==> src/rtl/ubh_pkg.sv <==
package ubh_pkg;

	// command codes
	localparam logic [1:0] CMD_ADD   = 2'd0;
	localparam logic [1:0] CMD_READ  = 2'd1;
	localparam logic [1:0] CMD_CLEAR = 2'd2;

	// configuration register indexes
	localparam logic [1:0] REG_RANGE_LOW = 2'd0;
	localparam logic [1:0] REG_BIN_WIDTH = 2'd1;
	localparam logic [1:0] REG_BINS_USED = 2'd2;

	// configuration reset values
	localparam logic [31:0] RANGE_LOW_RST = 32'd39322;  // ~0.6 in Q16.16
	localparam logic [30:0] BIN_WIDTH_RST = 31'd66;     // ~0.001 in Q16.16
	localparam logic [10:0] BINS_USED_RST = 11'd1000;

	typedef enum logic [3:0] {
		ST_INIT,
		ST_IDLE,
		ST_MULT,
		ST_CMP,
		ST_DIV,
		ST_RD,
		ST_UPD,
		ST_CLEAR,
		ST_DONE
	} state_t;

	// controller -> datapath
	typedef struct packed {
		logic load;       // take the input beat
		logic mult;       // register bins_used * bin_width
		logic cmp;        // range check, set up divider
		logic tot_inc;    // saturating bump of the sample total
		logic clr_total;  // zero the sample total
		logic div_step;   // one quotient bit
		logic mem_rd;     // issue counter read
		logic upd;        // consume read data, write back on add
		logic sweep;      // write zero to one counter, advance
		logic emit;       // load the output register
	} ctrl_cmd_t;

	// datapath -> controller
	typedef struct packed {
		logic hit;         // sample lands in a bin in use
		logic div_last;    // final quotient bit this cycle
		logic sweep_last;  // last counter of the sweep this cycle
		logic out_free;    // output register can take a beat
	} dp_sts_t;

endpackage

==> src/rtl/ubh_ctrl.sv <==
module ubh_ctrl (
	input  logic                  clk,
	input  logic                  arst_n,
	input  logic                  in_valid,
	input  logic [1:0]            command,
	output logic                  in_stall,
	output ubh_pkg::ctrl_cmd_t    cmd,
	input  ubh_pkg::dp_sts_t      sts
);

	ubh_pkg::state_t state_q, state_d;

	always_ff @(posedge clk or negedge arst_n) begin
		if (!arst_n) begin
			state_q <= ubh_pkg::ST_INIT;
		end else begin
			state_q <= state_d;
		end
	end

	always_comb begin
		state_d  = state_q;
		cmd      = '0;
		in_stall = 1'b1;
		case (state_q)
			ubh_pkg::ST_INIT: begin
				cmd.sweep = 1'b1;
				if (sts.sweep_last) begin
					state_d = ubh_pkg::ST_IDLE;
				end
			end
			ubh_pkg::ST_IDLE: begin
				in_stall = 1'b0;
				if (in_valid) begin
					cmd.load = 1'b1;
					case (command)
						ubh_pkg::CMD_ADD:   state_d = ubh_pkg::ST_MULT;
						ubh_pkg::CMD_READ:  state_d = ubh_pkg::ST_RD;
						ubh_pkg::CMD_CLEAR: begin
							cmd.clr_total = 1'b1;
							state_d       = ubh_pkg::ST_CLEAR;
						end
						default:            state_d = ubh_pkg::ST_DONE;
					endcase
				end
			end
			ubh_pkg::ST_MULT: begin
				cmd.mult = 1'b1;
				state_d  = ubh_pkg::ST_CMP;
			end
			ubh_pkg::ST_CMP: begin
				cmd.cmp     = 1'b1;
				cmd.tot_inc = 1'b1;
				state_d     = sts.hit ? ubh_pkg::ST_DIV : ubh_pkg::ST_DONE;
			end
			ubh_pkg::ST_DIV: begin
				cmd.div_step = 1'b1;
				if (sts.div_last) begin
					state_d = ubh_pkg::ST_RD;
				end
			end
			ubh_pkg::ST_RD: begin
				cmd.mem_rd = 1'b1;
				state_d    = ubh_pkg::ST_UPD;
			end
			ubh_pkg::ST_UPD: begin
				cmd.upd = 1'b1;
				state_d = ubh_pkg::ST_DONE;
			end
			ubh_pkg::ST_CLEAR: begin
				cmd.sweep = 1'b1;
				if (sts.sweep_last) begin
					state_d = ubh_pkg::ST_DONE;
				end
			end
			ubh_pkg::ST_DONE: begin
				if (sts.out_free) begin
					cmd.emit = 1'b1;
					state_d  = ubh_pkg::ST_IDLE;
				end
			end
			default: begin
				state_d = ubh_pkg::ST_IDLE;
			end
		endcase
	end

	// result only lands when the output register has room
	a_emit_free: assert property (@(posedge clk) disable iff (!arst_n)
		cmd.emit |-> sts.out_free)
		else $error("result loaded over an untaken beat");

	// no new beat while the counter store is being swept
	a_sweep_closed: assert property (@(posedge clk) disable iff (!arst_n)
		cmd.sweep |-> in_stall)
		else $error("input open during sweep");

endmodule

==> config.mk <==
export PLATFORM = sky130hd
export DESIGN_NAME = ubh_ctrl
export DESIGN_NICKNAME = d
export VERILOG_FILES = /design/src/rtl/ubh_pkg.sv /design/src/rtl/ubh_ctrl.sv
export SDC_FILE = /design/constraint.sdc
export NUM_CORES = 1
export LEC_CHECK = 0
export BUFFER_PORTS_ARGS = -buffer_cell sky130_fd_sc_hd__buf_2
export CORE_AREA = 3 3 40 42
export CTS_CLUSTER_SIZE = 40
export DETAILED_ROUTE_END_ITERATION = 6
export DIE_AREA = 0 0 43 45
export GPL_TIMING_DRIVEN = 0
export PLACE_DENSITY = 0.64
export SYNTH_ARGS = -nofsm -noshare
export SYNTH_HDL_FRONTEND = slang
export SYNTH_SLANG_ARGS = --single-unit
export TNS_END_PERCENT = 30
==> constraint.sdc <==
create_clock -name clk -period 3.8 [get_ports clk]
set_input_delay 0.38 -clock clk [delete_from_list [all_inputs] [get_ports clk]]
set_output_delay 0.38 -clock clk [all_outputs]
set_load 0.005 [all_outputs]
Word-level counts from Yosys, hierarchy flattened

Index checks and enable logic that the tools add are counted.

Output and inout bits: 11
Bits in registers: 4

Equality and inequality tests: 15
Multiplexer cells: 22
Reduce and logical (&&, ||, !) cells: 4

Operators with widths:

| operator             | number |
|---|---|
| $pmux W4 S9          | 1 |
| $mux W4              | 6 |
| $eq A4 B3 Y1 const B | 4 |
| $mux W1              | 13 |
| $pmux W4 S3          | 1 |
| $ne A2 B2 Y1 const B | 5 |
| $eq A4 B2 Y1 const B | 2 |
| $reduce_and A5 Y1    | 1 |
| $eq A4 B1 Y1 const B | 1 |
| $eq A4 B4 Y1 const B | 1 |
| $logic_not A4 Y1     | 1 |
| $eq A2 B1 Y1 const B | 1 |
| $eq A2 B2 Y1 const B | 1 |
| $logic_not A2 Y1     | 1 |
| $mux W2              | 1 |
| $reduce_or A2 Y1     | 1 |

Depth between registers and ports, before layout

Depth in word-level cells: 4
Depth in mapped cells: 6
Gate-level depth less buffers: 6

Worst setup path before layout

OpenSTA, ideal clock, no wires.

Path type: reg2out
Start point: register state_q[0]
End point: output port cmd[5] in the netlist's numbering
Required time: 3420 ps
Arrival time: 1072 ps
Stages on the path, launching flop included: 5
Setup slack: 2348 ps
Cells stage by stage: dfrtp_1 -> buf_6 -> and2b_1 -> and3_1 -> and2_1

RTL lines:

| what                   | line           | source |
|---|---|---|
| from (decl)            | ubh_ctrl.sv:11 | `ubh_pkg::state_t state_q, state_d;` |
| from (signal assigned) | ubh_ctrl.sv:15 | `state_q <= ubh_pkg::ST_INIT;` |
| from (signal assigned) | ubh_ctrl.sv:17 | `state_q <= state_d;` |
| to (decl)              | ubh_ctrl.sv:7  | `output ubh_pkg::ctrl_cmd_t cmd,` |

==> summary.md <==
| Metric | Value |
|---|---|
| Status | `finished clean` |
| DRT iter0 DRCs | `10` |
| Max Cap Viol | `0` |
| Largest Register | `state_q` |
| Syn Inst Count | `64` |
| Post-Synth Adder-Cell Area | `0.0699` |
| Clock Path Buffers | `2` |
| GP Congestion | `0.766` |
| Drt wl/cell | `11.3 µm` |
| Placed cell area | `~650 µm²` |
| Post-Place Setup Slack | `around 2.2 ns` |
| Hold WS | `roughly 0.47 ns` |
| # Post-CTS Setup Buffers | `0` |
| Crit path capture | `cmd[5]` |
| WS Path Type | `reg2out` |
| Clock latency on the worst-skew pair | `0.23 ns` |
| Final setup vio count | `0` |
| Final Hold Viols | `0` |
| Synth Net Count | `76` |
| Total die area | `1940 µm²` |
| Root Buffer Master | `clkbuf_4` |
| Die Ht | `about 45 µm` |
| Detail Placement HPWL | `900 µm` |
| Initial Util | `0.418` |
| Residual DRC count | `0` |
| Highest net fanout along the worst path | `10` |
| RSZ-0062 raised after global routing | `no` |
| Synth Area in XOR/XNOR | `0` |
| Synthesized cell area | `about 540 µm²` |
| Fill cells | `126` |
| CP required | `3.42 ns` |
| Clock sink count | `4` |
| DRT Pass-1 Iters | `4` |
| Io pins | `20` |
| Compound-Gate Fraction of Synth Area | `0.242` |
| Time the worst path needs with I/O delays and setup | `1.84 ns` |
| Max Freq | `544 MHz` |
| Data arrival, critical path | `1.46 ns` |
| Number of global-route vias before repair | `453` |
| Core ar. | `1280 µm²` |
| Sequential share of the synthesized area | `0.186` |
| Synth Area in Simple Gates | `0.357` |
| CTS Buf Count | `3` |
| Mux cell area share after synthesis | `0.0280` |
| Final Cell Area | `683 µm²` |
| Final Skew | `0.00393 ns` |
| R2r setup slk | `2.37 ns` |
| Reg clk slew, reported paths | `0.04 ns` |
| Worst Setup Slack, final | `1.96 ns` |
| Largest regs | `state_q: 4 flops` |
| Most frequent cells in the layout | `buf_2 (21), nor2_1 (11), inv_1 (4), dfrtp_1 (4)` |
| Ys Warns | `0` |
| Worst path cell trace | `buf_6 -> and2b_1 -> and3_1 -> and2_1 -> buf_2` |
| Share of cells above drive strength 1 | `0.437` |
| Worst-margin pin slew | `0.309 ns` |
| Antenna Nets Post-Route | `0` |
| Max-slew violations | `0` |
| GRT Util Overall | `0.127` |
| Vias/cell | `~5.1` |
| DR vias | `between 500 and 600` |
| H-tree depth | `1` |
| Worst min-delay path class | `in2reg` |
| Finished Core Util | `0.532` |
| Cell variety after synth | `32` |
| Largest register FFs | `4` |
| Final #Nets | `101` |
| Headroom to the max-slew limit | `0.793` |
| Crit path launch type | `flop` |
| Pin count of the biggest net entering global routing | `11` |
| Avg Cell Area, Syn | `8.39 µm²` |
| Area Overhead vs Synth | `27.3%` |
| Std cell rows | `13` |
| Worst path max stage delay | `0.43 ns` |
| Most common cell after layout, fill and taps aside | `buf_2` |
| Slowest CP cell | `dfrtp_1` |
| Pwr per Cell Area | `about 740 nW/µm²` |
| Die width | `43 µm` |
| Setup_tns | `0 ns` |
| Largest family of logic cells by synthesized area | `simple AND/OR/NAND/NOR gates` |
| Port bufs | `19` |
| Worst Setup SP | `state_q[0]$_DFFE_PN0P_` |
| Peak supply drop | `approximately 0.35 mV` |
| Crit. End Element | `primary output` |
| Antenna Diode Count | `0` |
| Total Wirelength | `approximately 1200 µm` |
| Count of state elements after synthesis | `4` |
| Final period util | `0.484` |
| Reg2reg end | `state_q[2]$_DFFE_PN0P_` |
| Initial antenna violation count | `0` |
| CTS tree | `yes` |
| Reg2Reg Depth | `3` |
| Static Leakage | `0.341 nW` |
| First-pass GRT wire length | `between 1500 and 2000 µm` |
| Reg-to-Reg Start | `state_q[1]$_DFFE_PN0P_` |
| Gr ovfl total | `0` |
worst min path at each step:
stage               startpoint                endpoint  slack (ns)  cells after the start
CTS                     sts[0]  state_q[3]$_DFFE_PN0P_        0.45                      3
finish                  sts[0]  state_q[3]$_DFFE_PN0P_        0.47                      3
floorplan               arst_n  state_q[0]$_DFFE_PN0P_        0.08                      0
global placement        arst_n  state_q[1]$_DFFE_PN0P_        0.18                      1
global route            arst_n  state_q[0]$_DFFE_PN0P_        0.49                      2
detailed placement      arst_n  state_q[2]$_DFFE_PN0P_        0.19                      1
synthesized netlist by cell type:
master	instances	share of area
nand2b_1	3	0.035
buf_4	2	0.028
nor3b_2	1	0.023
nand4b_1	1	0.016
o21ai_1	1	0.0093
inv_1	4	0.028
nor3_2	1	0.019
o221ai_1	1	0.016
and3_1	1	0.012
ha_1	3	0.070
nor4b_2	1	0.028
a31oi_1	1	0.012
o21a_1	1	0.014
o21ai_4	1	0.030
and2_1	2	0.023
and3_4	1	0.021
a21oi_1	2	0.019
a21oi_2	1	0.016
dfrtp_1	4	0.19
o31ai_1	2	0.028
o21ai_0	3	0.028
or2b_1	1	0.014
mux2_4	1	0.028
o31ai_4	1	0.040
nand2_1	3	0.021
nand2b_4	1	0.026
o32ai_2	1	0.030
buf_6	2	0.042
buf_2	2	0.019
nor3_1	3	0.028
and2b_1	1	0.014
nor2_1	11	0.077
repair_timing:
item,in CTS,in global routing
gates resized for setup,0,0
hold buffers,1,0
endpoints found under the hold margin,4,0
routing by layer:
metal / global-route usage / up-vias / wire length (µm) / share of wire
met2: 0.213 / 17 / 552 / 0.48
li1: - / 269 / - / -
met1: 0.159 / 233 / 534 / 0.46
met5: 0 / - / 0 / 0
met4: 0.0542 / 0 / 0 / 0
met3: 0.0239 / 0 / 66 / 0.057
power by group:
| part | internal [mW] | switching (mW) |
|---|---|---|
| registers | 0.0641 | 0.0258 |
| logic | 0.176 | 0.186 |
| clock network | 0.0353 | 0.0168 |
| total | 0.276 | 0.228 |
critical path, delay by kind of cell, from the launching register on:
kind                   cells  cell delay, ns
buffers and inverters      2            0.29
DFF                        1            0.43
and+or+nand+nor            3            0.51
logic make-up (layout without fill, tap and decap cells):
logic type,count (synthesis),in the layout
multiplexers,1,1
buffers and inverters,10,33
flip-flops,4,4
adder cells (fa/ha/maj),3,3
AND/OR/NAND/NOR,31,31
AO/OA/AOI/OAI,15,15
cell type report:
cell class	instances	area (µm²)	share of cell area
multi-input combinational	50	374	0.548
timing repair buffer	20	105	0.154
sequential	4	100	0.147
buffer	6	47.5	0.0696
clock buffer	3	22.5	0.0330
tap	15	18.8	0.0275
inverter	4	15.0	0.0220
stage by stage:
step | total power [mW] | instances
after detailed placement | 0.452 | 98
after CTS | 0.509 | 102
final | 0.504 | 102
after global routing | 0.549 | 102
after global placement | 0.451 | 98
after floorplan | 0.367 | 64
Power figures use the tool's default switching activity.
